## src/hw/rtl/prfm_pkg.sv

```systemverilog
`default_nettype none
// ----------------------------------------------------------------------------
// prfm_pkg
// Shared types, field widths and reset values for the per-port frame-rate
// meter.
// ----------------------------------------------------------------------------
package prfm_pkg;

    // default sizing
    localparam int PORTS_DEF  = 4;
    localparam int WINDOW_DEF = 100;

    // field widths
    localparam int OP_W   = 1;
    localparam int PORT_W = 3;
    localparam int TS_W   = 63;
    localparam int RATE_W = 16;
    localparam int TPS_W  = 32;

    // configuration port
    localparam int APB_DW  = 32;
    localparam int PADDR_W = 3;

    localparam logic [RATE_W-1:0] RATE_CAP_RST = 16'd200;
    localparam logic [TPS_W-1:0]  TPS_RST      = 32'd1000000;

    // register index, taken from paddr[2]
    localparam logic REG_RATE_CAP = 1'b0;
    localparam logic REG_TPS      = 1'b1;

    typedef enum logic [OP_W-1:0] {
        OP_RECORD = 1'b0,
        OP_QUERY  = 1'b1
    } t_op;

endpackage
`default_nettype wire

```

## src/hw/rtl/prfm_div.sv

```systemverilog
`default_nettype none
// ----------------------------------------------------------------------------
// prfm_div
// Restoring radix-2 divider, one quotient bit per cycle. Done pulses in the
// cycle after the last step, with the quotient held in o_quo.
// ----------------------------------------------------------------------------
module prfm_div #(
    parameter int NW = 40,
    parameter int DW = prfm_pkg::TS_W
) (
    input  logic          i_clk,
    input  logic          i_rst_n,
    input  logic          i_start,
    input  logic [NW-1:0] i_num,
    input  logic [DW-1:0] i_den,
    output logic          o_done,
    output logic [NW-1:0] o_quo
);

    localparam int SW = $clog2(NW);

    logic          r_busy;
    logic          r_done;
    logic [SW-1:0] r_step;
    logic [DW-1:0] r_rem;
    logic [DW-1:0] r_den;
    logic [NW-1:0] r_q;

    logic [DW:0]   rem_sh;
    logic [DW:0]   rem_sub;
    logic          ge;

    assign rem_sh  = {r_rem, r_q[NW-1]};
    assign rem_sub = rem_sh - {1'b0, r_den};
    assign ge      = rem_sh >= {1'b0, r_den};

    always_ff @(posedge i_clk) begin
        if (!i_rst_n) begin
            r_busy <= 1'b0;
            r_done <= 1'b0;
            r_step <= '0;
        end else begin
            r_done <= 1'b0;
            if (i_start) begin
                r_busy <= 1'b1;
                r_step <= '0;
            end else if (r_busy) begin
                if (r_step == SW'(NW - 1)) begin
                    r_busy <= 1'b0;
                    r_done <= 1'b1;
                end
                r_step <= r_step + SW'(1);
            end
        end
    end

    // dividend shifts out the top while quotient bits shift in below
    always_ff @(posedge i_clk) begin
        if (i_start) begin
            r_rem <= '0;
            r_den <= i_den;
            r_q   <= i_num;
        end else if (r_busy) begin
            r_rem <= ge ? rem_sub[DW-1:0] : rem_sh[DW-1:0];
            r_q   <= {r_q[NW-2:0], ge};
        end
    end

    assign o_done = r_done;
    assign o_quo  = r_q;

endmodule
`default_nettype wire

```

## config.mk

```make
export PLATFORM = sky130hd
export DESIGN_NAME = prfm_div
export DESIGN_NICKNAME = d
export VERILOG_FILES = /design/src/hw/rtl/prfm_pkg.sv /design/src/hw/rtl/prfm_div.sv
export SDC_FILE = /design/constraint.sdc
export NUM_CORES = 1
export LEC_CHECK = 0
export ABC_CLOCK_PERIOD_IN_PS = 3300
export BUFFER_PORTS_ARGS = -buffer_cell sky130_fd_sc_hd__buf_2
export CORE_UTILIZATION = 45
export DETAILED_ROUTE_END_ITERATION = 7
export PLACE_DENSITY = 0.68
export SETUP_SLACK_MARGIN = 0.5
export SLEW_MARGIN = 20
export SYNTH_ARGS = -nofsm -noshare
export SYNTH_HDL_FRONTEND = slang
export SYNTH_SLANG_ARGS = --single-unit
```

## constraint.sdc

```tcl
create_clock -name i_clk -period 3.3 [get_ports i_clk]
set_clock_uncertainty 0.15 [all_clocks]
set_input_delay 0.825 -clock i_clk [delete_from_list [all_inputs] [get_ports i_clk]]
set_output_delay 0.825 -clock i_clk [all_outputs]
set_load 0.02 [all_outputs]
```

======== After elaboration in Yosys (flattened, before gate mapping) ========
Index checks and enable logic that the tools add are counted.
word-level totals
  bits in registers ....................... 174
  output and inout bits ................... 41
  input bits .............................. 106
  logic and storage cells ................. 22
operators by class
  eq/ne operators ......................... 1
  $add $sub $neg .......................... 2
  multiplexer cells ....................... 7
  magnitude comparators ................... 1
  bitwise operators ....................... 2
  reductions and logical operators ........ 3
operators by type and width
  kind                                          count
  two-way mux 40 bit                            2
  greater-or-equal comparator 64 x 63 -> 1 bit  1
  two-way mux 63 bit                            1
  subtractor 63 bit                             1
  adder 6 x 1 -> 6 bit (second input constant)  1
  == test 6 bit (second input constant)         1
  two-way mux 1 bit                             4
  OR reduction 3 bit                            1
  NOT 1 bit                                     2
  nonzero test 2 bit                            1
  OR reduction 2 bit                            1

======== Depth between registers and ports, before layout ========
Gate-level depths: netlist of the first run.
  word-level depth ........................ 4
  gate-level depth with buffers ........... 15
  mapped depth without buffers ............ 13

======== Worst setup path after synthesis of the first run ========
OpenSTA, ideal clock, no wires.
  path type ............................... register to register
  start ................................... register r_q[39] (netlist: o_quo[39])
  end ..................................... register r_rem[61]
  slack ................................... -123 ps
  path buffers ............................ 1
  cell stages (with the launch flop) ...... 15
  clock period less this slack ............ 3423 ps
  setup time .............................. 143 ps
  required time ........................... 3007 ps
  data arrival time ....................... 3130 ps
  path through ............................ edfxtp_1 -> inv_1 -> ha_1 -> fa_1 -> nor2b_1 -> o2111a_1 -> o21a_1 -> o21ai_1 -> nand2_1 -> a21oi_2 -> o41a_1 -> buf_2 -> or4_1 -> mux2i_1 -> a2111oi_2
on the way
  longest elaborated chain between the ends .. 2
  elaborated cells on any way between the ends .. 3
  those cells by class .................... 1 x add/sub; 1 x order compare; 1 x mux
RTL lines
  element                                                                                   line                            RTL
  start: declaration                                                                        prfm_div.sv:27                  logic [NW-1:0] r_q;
  start signal: assignment                                                                  prfm_div.sv:62                  r_q <= i_num;
  start signal: assignment                                                                  prfm_div.sv:65                  r_q <= {r_q[NW-2:0], ge};
  subtractor 63 bit / greater-or-equal comparator 64 x 63 -> 1 bit (equally long branches)  prfm_div.sv:34, prfm_div.sv:35
  two-way mux 63 bit *                                                                      prfm_div.sv:64                  r_rem <= ge ? rem_sub[DW-1:0] : rem_sh[DW-1:0];
  end signal: assignment                                                                    prfm_div.sv:64
  end: declaration                                                                          prfm_div.sv:25                  logic [DW-1:0] r_rem;
Mark *: on every way between the ends. The rest lies on a longest branch, timed or not.
A chain may end at the register's enable or synchronous reset.

======== Final worst setup path of the first run ========
  start ................................... register r_den[1]
  end ..................................... register r_rem[58]
on the way
  longest elaborated chain between the ends .. 2
  elaborated cells on any way between the ends .. 3
  those cells by class .................... 1 x add/sub; 1 x order compare; 1 x mux
RTL lines
  element                                                                                   line                            RTL
  start: declaration                                                                        prfm_div.sv:26                  logic [DW-1:0] r_den;
  start signal: assignment                                                                  prfm_div.sv:61                  r_den <= i_den;
  subtractor 63 bit / greater-or-equal comparator 64 x 63 -> 1 bit (equally long branches)  prfm_div.sv:34, prfm_div.sv:35
  two-way mux 63 bit *                                                                      prfm_div.sv:64
Marks and branches as above.

==> results_dict.tcl, run 1 <==
set metrics [dict create \
    grt_max_degree 64 \
    grt_pass1_vias 9618 \
    antenna_found_initial 0 \
    instances_no_fill 1764 \
    dp.cells 1714 \
    power.density_nw_per_um2 501.2 \
    crit_path_start_kind "flop" \
    period_share 1.018 \
    final_hold_viol_count 0 \
    synth_edf_count 103 \
    yosys.area_share.adder 0.07778 \
    die_h_um 155.1 \
    avgSynthCellArea_um2 9.184 \
    setup_ws_ns -0.06101 \
    cap_violations 0 \
    overflow 0 \
    dr_total_vias 9792 \
    ir_drop_mv 0.3642 \
    synth_compound_area_frac 0.1994 \
    cts.reportedPaths.clkPinSlew_ns 0.08 \
    io_buffers 146 \
    cts_tree "done" \
    yosys-top-cells-area "edfxtp_1 (29%), dfxtp_1 (13%), ha_1 (7.6%), nand2_1 (5.3%), a21oi_1 (4.5%)" \
    drtAntennaViolNets 0 \
    crit_fanout 7 \
    clock_latency_ns 0.45 \
    drtIter0Drc 731 \
    max_slew_margin 0.4498 \
    syn_nets 1320 \
    finalPower_w 0.007199 \
    finalCriticalPeriod_ns 3.361 \
    holdCritPathClass "reg -> reg" \
    tightestPinTransition_ns 0.8253 \
    yosys_warnings 0 \
    drive_above_1_share 0.3660 \
    grtUsageTotal 0.2387 \
    floorplan.rows 55 \
    synthXorXnorAreaFrac 0.04565 \
    end_kind "flop" \
    synth_cells 1149 \
    max_freq_ghz 0.2975 \
    violations "setup timing" \
    synth_top_area_frac 0.2931 \
    synth-seq-area-share 0.4278 \
    yosysUniqueCellTypes 67 \
    dp_hpwl_um 20150 \
    ios 147 \
    synth-simple-area-share 0.1442 \
    setup_viol 25 \
    slew_violations 0 \
    root_buffer "clkbuf_16" \
    numCtsBuffers 17 \
    dieArea_um2 24070 \
    required_ns 3.45 \
    diodes 0 \
    cts.sinks 174 \
    crit_type "reg -> reg" \
    synth.area.mux_share 0.05027 \
    tns_ns -0.5020 \
    first_pass_iters 5 \
    post-place-ws_ns -0.3057 \
    status "finished with violations" \
    num-nets-final 1609 \
    grt_pass1_wl_um 46050 \
    cts_hold_buf 0 \
    vias_per_cell 5.551 \
    synth.ff_latch_count 174 \
    power_leakage_nw 6.078 \
    core_um2 22850 \
    drc 0 \
    yosysMostFrequentCell "nand2_1" \
    post-route-util 0.6287 \
    postRouteWirelength_um 29500 \
    synth_top_area_cell "edfxtp_1" \
    start_util 0.4619 \
    critPathArrivalTime_ns 3.51 \
    htree_levels 4 \
    syn_to_final_growth_pct 36.12 \
    synth_area_um2 10550 \
    rsz0062_at_grt "true" \
    gp_congestion 0.9234 \
    synth_top_cells_by_count "nand2_1 (148), edfxtp_1 (103), nor2_1 (96)" \
    async_flop_share 0 \
    ys.flop_type "edfxtp_1" \
    synth_top_family_by_area "compound AO/OA/AOI/OAI gates" \
    clk_path_buf_depth 2 \
    die_x_um 155.1 \
    wl_per_cell_um 16.72 \
]
-- per-stage QoR --
stage | area [µm²] | hold WS (ns)
final | 14360 | 0.3476
after global routing | 14360 | 0.3626
after CTS | 13850 | 0.3499
after detailed placement | 12740 | 0.3314
after global placement | 12740 | 0.3223
after floorplan | 10570 | 0.3085
-- worst max-delay path, cell delays in order (launching register included) --
cell	delay, ns
edfxtp_1	0.47
buf_6	0.16
fa_2	0.39
nor2b_2	0.13
o2111a_1	0.23
buf_6	0.11
o21a_1	0.17
o21ai_2	0.06
nand2_2	0.11
a21oi_4	0.08
o41ai_4	0.38
buf_4	0.21
buf_6	0.14
nand3_4	0.08
o31ai_4	0.27
a2111oi_2	0.06
-- kinds of logic (layout without fill, tap and decap cells) --
group | Yosys count | after routing
and+or+nand+nor | 344 | 344
AOI/OAI and AO/OA | 315 | 315
DFF | 174 | 174
buffers and inverters | 148 | 450
adders and majority gates | 65 | 65
xor gates and xnor gates | 55 | 55
muxes | 48 | 48
-- layout make-up --
| cell class | count | area (µm²) |
|---|---|---|
| fill | 1901 | 8483 |
| multi-input combinational | 827 | 6216 |
| sequential | 174 | 4518 |
| timing repair buffer | 329 | 2262 |
| clock buffer | 17 | 425.4 |
| tap | 313 | 391.6 |
| inverter | 89 | 334.1 |
| clock inverter | 15 | 216.5 |
-- state kept, by name, indices dropped and copies added, names as in the netlist --
name / flops
r_rem: 63
r_den: 63
r_busy: 1
o_done: 1
r_step: 6
o_quo: 40
-- final timing paths --
path / slack [ns] / end / cells after the start / from
worst min-delay path: 0.35 / r_step[5]$_SDFFE_PP0P_ / 2 / r_step[5]$_SDFFE_PP0P_
worst max register to register: -0.06 / r_rem[58]$_SDFFE_PP0P_ / 15 / r_den[1]$_DFFE_PP_
worst min register to register: 0.35 / r_step[5]$_SDFFE_PP0P_ / 2 / r_step[5]$_SDFFE_PP0P_
worst max-delay path: -0.06 / r_rem[58]$_SDFFE_PP0P_ / 15 / r_den[1]$_DFFE_PP_
-- where the power goes --
part / leakage [nW] / switching [W] / internal, W
Clock: 0.307 / 0.00110 / 0.00107
Sequential: 1.60 / 0.000119 / 0.00251
Combinational: 4.17 / 0.00131 / 0.00109
-- per-layer routing --
metal,GRT usage,wire length (µm)
met5,0,0
met3,0.04067,1357
met1,0.2908,12640
met4,0.07968,705
met2,0.4256,14800
-- placed cells by master, fill, tap and decap left out, drive strengths merged, types with 4 or more instances in the layout --
cell type and instances:
buf 326, nand2 149, edfxtp 103, inv 98, nor2 96, a21oi 96
dfxtp 71, ha 64, o21ai 59, a311oi 44, mux2 40, xnor2 37
a21o 20, nand4 20, clkbuf 20, xor2 18, o21bai 16, nor3 16
nand3 15, and3 11, a31oi 11, o21a 10, o31ai 9, mux2i 8
nor2b 8, nand2b 8, a211oi 8, or3 7, a2111oi 7, clkinv 6
a22oi 5, a221o 4, o211ai 4
-- timing repair --
item	4_1_cts	5_1_grt
buffers inserted	9	5
endpoints found under the setup margin	64	64
cloned	1	3
pin swaps	24	18
resized for setup	77	90
Note: power is estimated with default switching activity, not from simulation.
==> run 2, diff against run 1 <==
Settings changed: CELL_PAD_IN_SITES_DETAIL_PLACEMENT set to 1, CELL_PAD_IN_SITES_GLOBAL_PLACEMENT set to 1, CORE_UTILIZATION 45 to 40, CTS_CLUSTER_SIZE set to 8, PLACE_DENSITY 0.68 to unset, PLACE_DENSITY_LB_ADDON set to 0.1.
==> results_dict.tcl, run 2 (synthesis results as in run 1) <==
set metrics [dict create \
    clk_path_buf_depth 2 \
    cts.sinks 174 \
    crit_chain "ha_4 -> fa_2 -> nor2b_4 -> o2111a_1 -> o21a_1 -> o21ai_2 -> nand2_2 -> a21oi_4 -> buf_6 -> o41ai_4 -> buf_4 -> buf_8 -> buf_12 -> buf_12 -> mux2i_1 -> a211oi_1" \
    cts.reportedPaths.clkPinSlew_ns 0.09 \
    wl_met1_um 15750 \
    numCtsBuffers 17 \
    first_pass_iters 5 \
    antenna_found_initial 0 \
    path_delay_family "compound AO/OA/AOI/OAI gates" \
    status "finished with violations" \
    cp_common_cell "buf_12" \
    dp_hpwl_um 24140 \
    num-nets-final 1665 \
    floorplan.rows 59 \
    htree_levels 4 \
    core_um2 25980 \
    p_clk_frac 0.283 \
    critPathSlowestCell "edfxtp_1" \
    required_ns 3.46 \
    fin_area_um2 15700 \
    cts_tree "done" \
    pwr-share-seq 0.334 \
    wl_met3_um 1422 \
    final_hold_viol_count 0 \
    rsz0062_at_grt "true" \
    switching_power_w 0.002915 \
    ios 147 \
    finalCriticalPeriod_ns 3.404 \
    tns_ns -1.229 \
    final_common_cell "buf_4" \
    crit_path_start_kind "flop" \
    end_kind "flop" \
    met2RoutedLength_um 20170 \
    wl_per_cell_um 20.79 \
    crit_type "reg -> reg" \
    crit_fanout 6 \
    highest_layer "met4" \
    drc 0 \
    slowest_delay_ns 0.44 \
    violations "setup timing" \
    post-place-ws_ns -0.2611 \
    path_buf_inv 5 \
    grt_max_degree 108 \
    gp_congestion 0.8502 \
    p_int_w 0.004935 \
    grtUsageTotal 0.2667 \
    max_slew_margin 0.3859 \
    drtAntennaViolNets 0 \
    clock_latency_ns 0.46 \
    critPathArrivalTime_ns 3.56 \
    slew_violations 0 \
    setup_viol 25 \
    dieArea_um2 27040 \
    ir_drop_mv 0.3995 \
    io_buffers 146 \
    tightestPinTransition_ns 0.9212 \
    power_leakage_nw 6.713 \
    grt_pass1_wl_um 55950 \
    drive_above_1_share 0.4599 \
    setup_ws_ns -0.1038 \
    dr_total_vias 10274 \
    power.density_nw_per_um2 500.0 \
    postRouteWirelength_um 38310 \
    combinationalPowerShare 0.383 \
    die_x_um 164.4 \
    syn_to_final_growth_pct 48.77 \
    vias_per_cell 5.575 \
    finalPower_w 0.007849 \
    post-route-util 0.6042 \
    period_share 1.031 \
    die_h_um 164.4 \
    final_cell_mix "buf_4 (195), buf_2 (145), edfxtp_1 (103), nand2_1 (91), nor2_1 (87)" \
    switching_share 0.3713 \
    holdCritPathClass "reg -> reg" \
    root_buffer "clkbuf_16" \
    cap_violations 0 \
    grt_pass1_vias 10733 \
    max_freq_ghz 0.2938 \
    start_util 0.4061 \
    postPlaceCellArea_um2 12970 \
    drtIter0Drc 517 \
    overflow 0 \
]
==> run 2: routing by layer <==
layer / vias up / global-route usage
li1: 4866 / -
met1: 5104 / 0.3162
met2: 236 / 0.4850
met3: 68 / 0.04495
met4: 0 / 0.08799
met5: - / 0
==> run 2: metrics by stage <==
| stage | instances | hold slack (ns) |
|---|---|---|
| after floorplan | 1149 | 0.3085 |
| after global placement | 1761 | 0.3276 |
| after detailed placement | 1761 | 0.3406 |
| after CTS | 1824 | 0.3557 |
| after global routing | 1842 | 0.3721 |
| final | 1843 | 0.3523 |
==> run 2: repair_timing <==
action	4_1_cts	5_1_grt
hold buffers	0	0
gates resized for setup	238	107
pin swaps	79	53
setup endpoints to repair	64	64
cloned	5	0
setup buffers	26	18
==> run 2: path summary, 6_finish.rpt <==
check	end	from	depth (start not counted)	slack (ns)
worst max-delay path	r_rem[56]$_SDFFE_PP0P_	r_den[0]$_DFFE_PP_	16	-0.10
worst min-delay path	r_step[5]$_SDFFE_PP0P_	r_step[5]$_SDFFE_PP0P_	2	0.35
worst max register to register	r_rem[56]$_SDFFE_PP0P_	r_den[0]$_DFFE_PP_	16	-0.10
worst min register to register	r_step[5]$_SDFFE_PP0P_	r_step[5]$_SDFFE_PP0P_	2	0.35
==> run 2: cell type report <==
class                   count  area (µm²)
flip-flops and latches    174        4519
well taps                 335       419.2
clock inverters            15       225.2
repair buffers            385        2909
multi-input cells         827        6864
diodes                      1       2.502
inverters                  89       334.1
fillers                  2875       10290
clock buffers              17       425.4
==> run 2: tightest hold or removal path: stages (launching register included) <==
cell and delay [ns]:
dfxtp_1 0.33, o21ai_0 0.07, a21oi_1 0.06
==> run 2: power by group through the flow <==
stage               logic, W  clock network [W]  registers [W]
floorplan            0.00117                  0        0.00270
global placement     0.00211                  0        0.00264
detailed placement   0.00215                  0        0.00265
CTS                  0.00266            0.00226        0.00261
global route         0.00320            0.00234        0.00264
finish               0.00301            0.00222        0.00262
==> run 3, diff against run 2 <==
Settings changed: ABC_CLOCK_PERIOD_IN_PS 3300 to 3900, CORE_UTILIZATION 40 to 45.
Clock period 3.3 ns to 3.9 ns, I/O delays scaled along.
==> results_dict.tcl, run 3 (synthesis results as in run 1) <==
set metrics [dict create \
    status "complete, no violations" \
    tns_ns 0 \
    cts.sinks 174 \
    max_freq_ghz 0.2881 \
    worstHoldPathCells 2 \
    gr-usage-met2 0.4382 \
    grt_max_degree 101 \
    drtIter0Drc 478 \
    clock_latency_ns 0.45 \
    die_h_um 155.1 \
    finalCriticalPeriod_ns 3.471 \
    rsz0062_at_grt "true" \
    fillers 2658 \
    clk_path_buf_depth 2 \
    power.density_nw_per_um2 441.3 \
    dieArea_um2 24070 \
    grtUsageTotal 0.2486 \
    timing.rr.end "r_rem[45]$_SDFFE_PP0P_" \
    worstReg2RegStart "r_den[16]$_DFFE_PP_" \
    post-place-ws_ns 0.1597 \
    crit_chain "inv_2 -> ha_4 -> nand2_4 -> or4_4 -> or3_4 -> o31ai_4 -> a2111oi_4 -> buf_4 -> o41ai_4 -> buf_6 -> buf_12 -> buf_12 -> nand2_1 -> a311oi_1" \
    grt_pass1_vias 9386 \
    floorplan.rows 55 \
    period_share 0.8901 \
    critPathArrivalTime_ns 3.65 \
    overflow 0 \
    required_ns 4.08 \
    use_met1 0.3142 \
    start_util 0.4619 \
    crit_type "reg -> reg" \
    gp_congestion 0.9238 \
    setup_ws_ns 0.4287 \
    numCtsBuffers 17 \
    path_buf_inv 5 \
    die_x_um 155.1 \
    final_common_cell "buf_2" \
    cap_violations 0 \
    first_pass_iters 7 \
    crit_path_start_kind "flop" \
    end_kind "flop" \
    max_slew_margin 0.5265 \
    cts.reportedPaths.clkPinSlew_ns 0.09 \
    hold_path_end "o_done$_SDFF_PP0_" \
    multi_input_area_um2 6065 \
    dp_hpwl_um 21350 \
    crit_fanout 8 \
    grt_pass1_wl_um 47470 \
    setup_viol 0 \
    drc 0 \
    diodes 0 \
    regArea_um2 4518 \
    tightestPinTransition_ns 0.7048 \
    critPathSlowestCell "or4_4" \
    core_um2 22850 \
    holdCritPathClass "reg -> reg" \
    finalPower_w 0.005912 \
    path_delay_family "simple AND/OR/NAND/NOR gates" \
    cp_common_cell "buf_12" \
    num-nets-final 1496 \
    ir_drop_mv 0.3300 \
    htree_levels 4 \
    cts_tree "done" \
    final_hold_viol_count 0 \
    io_buffers 146 \
    antenna_found_initial 0 \
    dr_total_vias 9427 \
    ios 147 \
    drtAntennaViolNets 0 \
    power_leakage_nw 5.534 \
    hold_path.startpoint "r_step[5]$_SDFFE_PP0P_" \
    drive_above_1_share 0.2952 \
    wl_per_cell_um 19.42 \
    final_cell_mix "buf_2 (145), nand2_1 (137), edfxtp_1 (103), nor2_1 (90)" \
    slowest_delay_ns 0.56 \
    slew_violations 0 \
    vias_per_cell 5.710 \
    use_met3 0.04095 \
    root_buffer "clkbuf_16" \
    ff2ff_setup_slack_ns 0.43 \
    grt-busiest-layer "met2" \
    postRouteWirelength_um 32070 \
    syn_to_final_growth_pct 26.95 \
    r2r_cells 14 \
]
[run 3: cell count changes in the layout (fill, tap and decap cells not counted), sizes merged]
cell and change:
buf -175, clkbuf +5, clkinv -1, diode -1
inv +1, o41a +1
[run 3: what timing repair did]
item / in CTS / in global routing
endpoints found under the setup margin: 62 / 62
resized for setup: 45 / 105
setup buffers: 6 / 25
hold buffers: 0 / 0
pin swaps: 10 / 36
cloned: 0 / 7
[run 3: how the worst max path moves through the flow]
stage	start	endpoint	depth (start not counted)
6_report	r_den[16]$_DFFE_PP_	r_rem[45]$_SDFFE_PP0P_	14
5_1_grt	r_den[17]$_DFFE_PP_	r_rem[45]$_SDFFE_PP0P_	14
4_1_cts	r_den[19]$_DFFE_PP_	r_rem[55]$_SDFFE_PP0P_	14
3_5_place_dp	r_den[23]$_DFFE_PP_	r_rem[29]$_SDFFE_PP0P_	12
3_3_place_gp	r_den[20]$_DFFE_PP_	r_rem[61]$_SDFFE_PP0P_	12
2_1_floorplan	o_quo[39]$_DFFE_PP_	r_rem[61]$_SDFFE_PP0P_	14
[run 3: cell type report]
cell class	instances	share of cell area
inverters	89	0.02494
flip-flops and latches	174	0.3373
clock buffers	17	0.03175
clock inverters	15	0.01616
repair buffers	215	0.1080
multi-input cells	828	0.4527
well taps	313	0.02923
[run 3: where the power goes]
part | internal (W) | total (W) | leakage (nW) | switching (W)
sequential | 0.00212 | 0.00223 | 1.60 | 0.000108
clock | 0.000898 | 0.00184 | 0.307 | 0.000946
combinational | 0.000772 | 0.00184 | 3.62 | 0.00107
total | 0.00379 | 0.00591 | 5.53 | 0.00212
[run 3: layer usage]
metal	part of all wire	vias to the layer above	routed length [µm]
met4	0.021	0	667
met1	0.43	4627	13740
li1	-	4529	-
met3	0.039	61	1250
met5	0	-	0
met2	0.51	210	16410
[run 3: worst reg2reg max path, stage by stage (launching register included)]
cell and delay (ns):
edfxtp_1 0.35, inv_2 0.05, ha_4 0.30, nand2_4 0.06, or4_4 0.56, or3_4 0.40
o31ai_4 0.28, a2111oi_4 0.11, buf_4 0.17, o41ai_4 0.06, buf_6 0.20, buf_12 0.14
buf_12 0.14, nand2_1 0.08, a311oi_1 0.31
[run 3: per-stage QoR]
stage	instance area (µm²)	hold slack (ns)	std cells	utilization
3_5_place_dp	11720	0.3375	1581	0.5131
2_1_floorplan	10560	0.3085	1149	-
6_report	13400	0.3506	1651	0.5864
4_1_cts	12620	0.3522	1619	0.5522
5_1_grt	13400	0.3807	1651	0.5864
3_3_place_gp	11720	0.3321	1581	0.5131
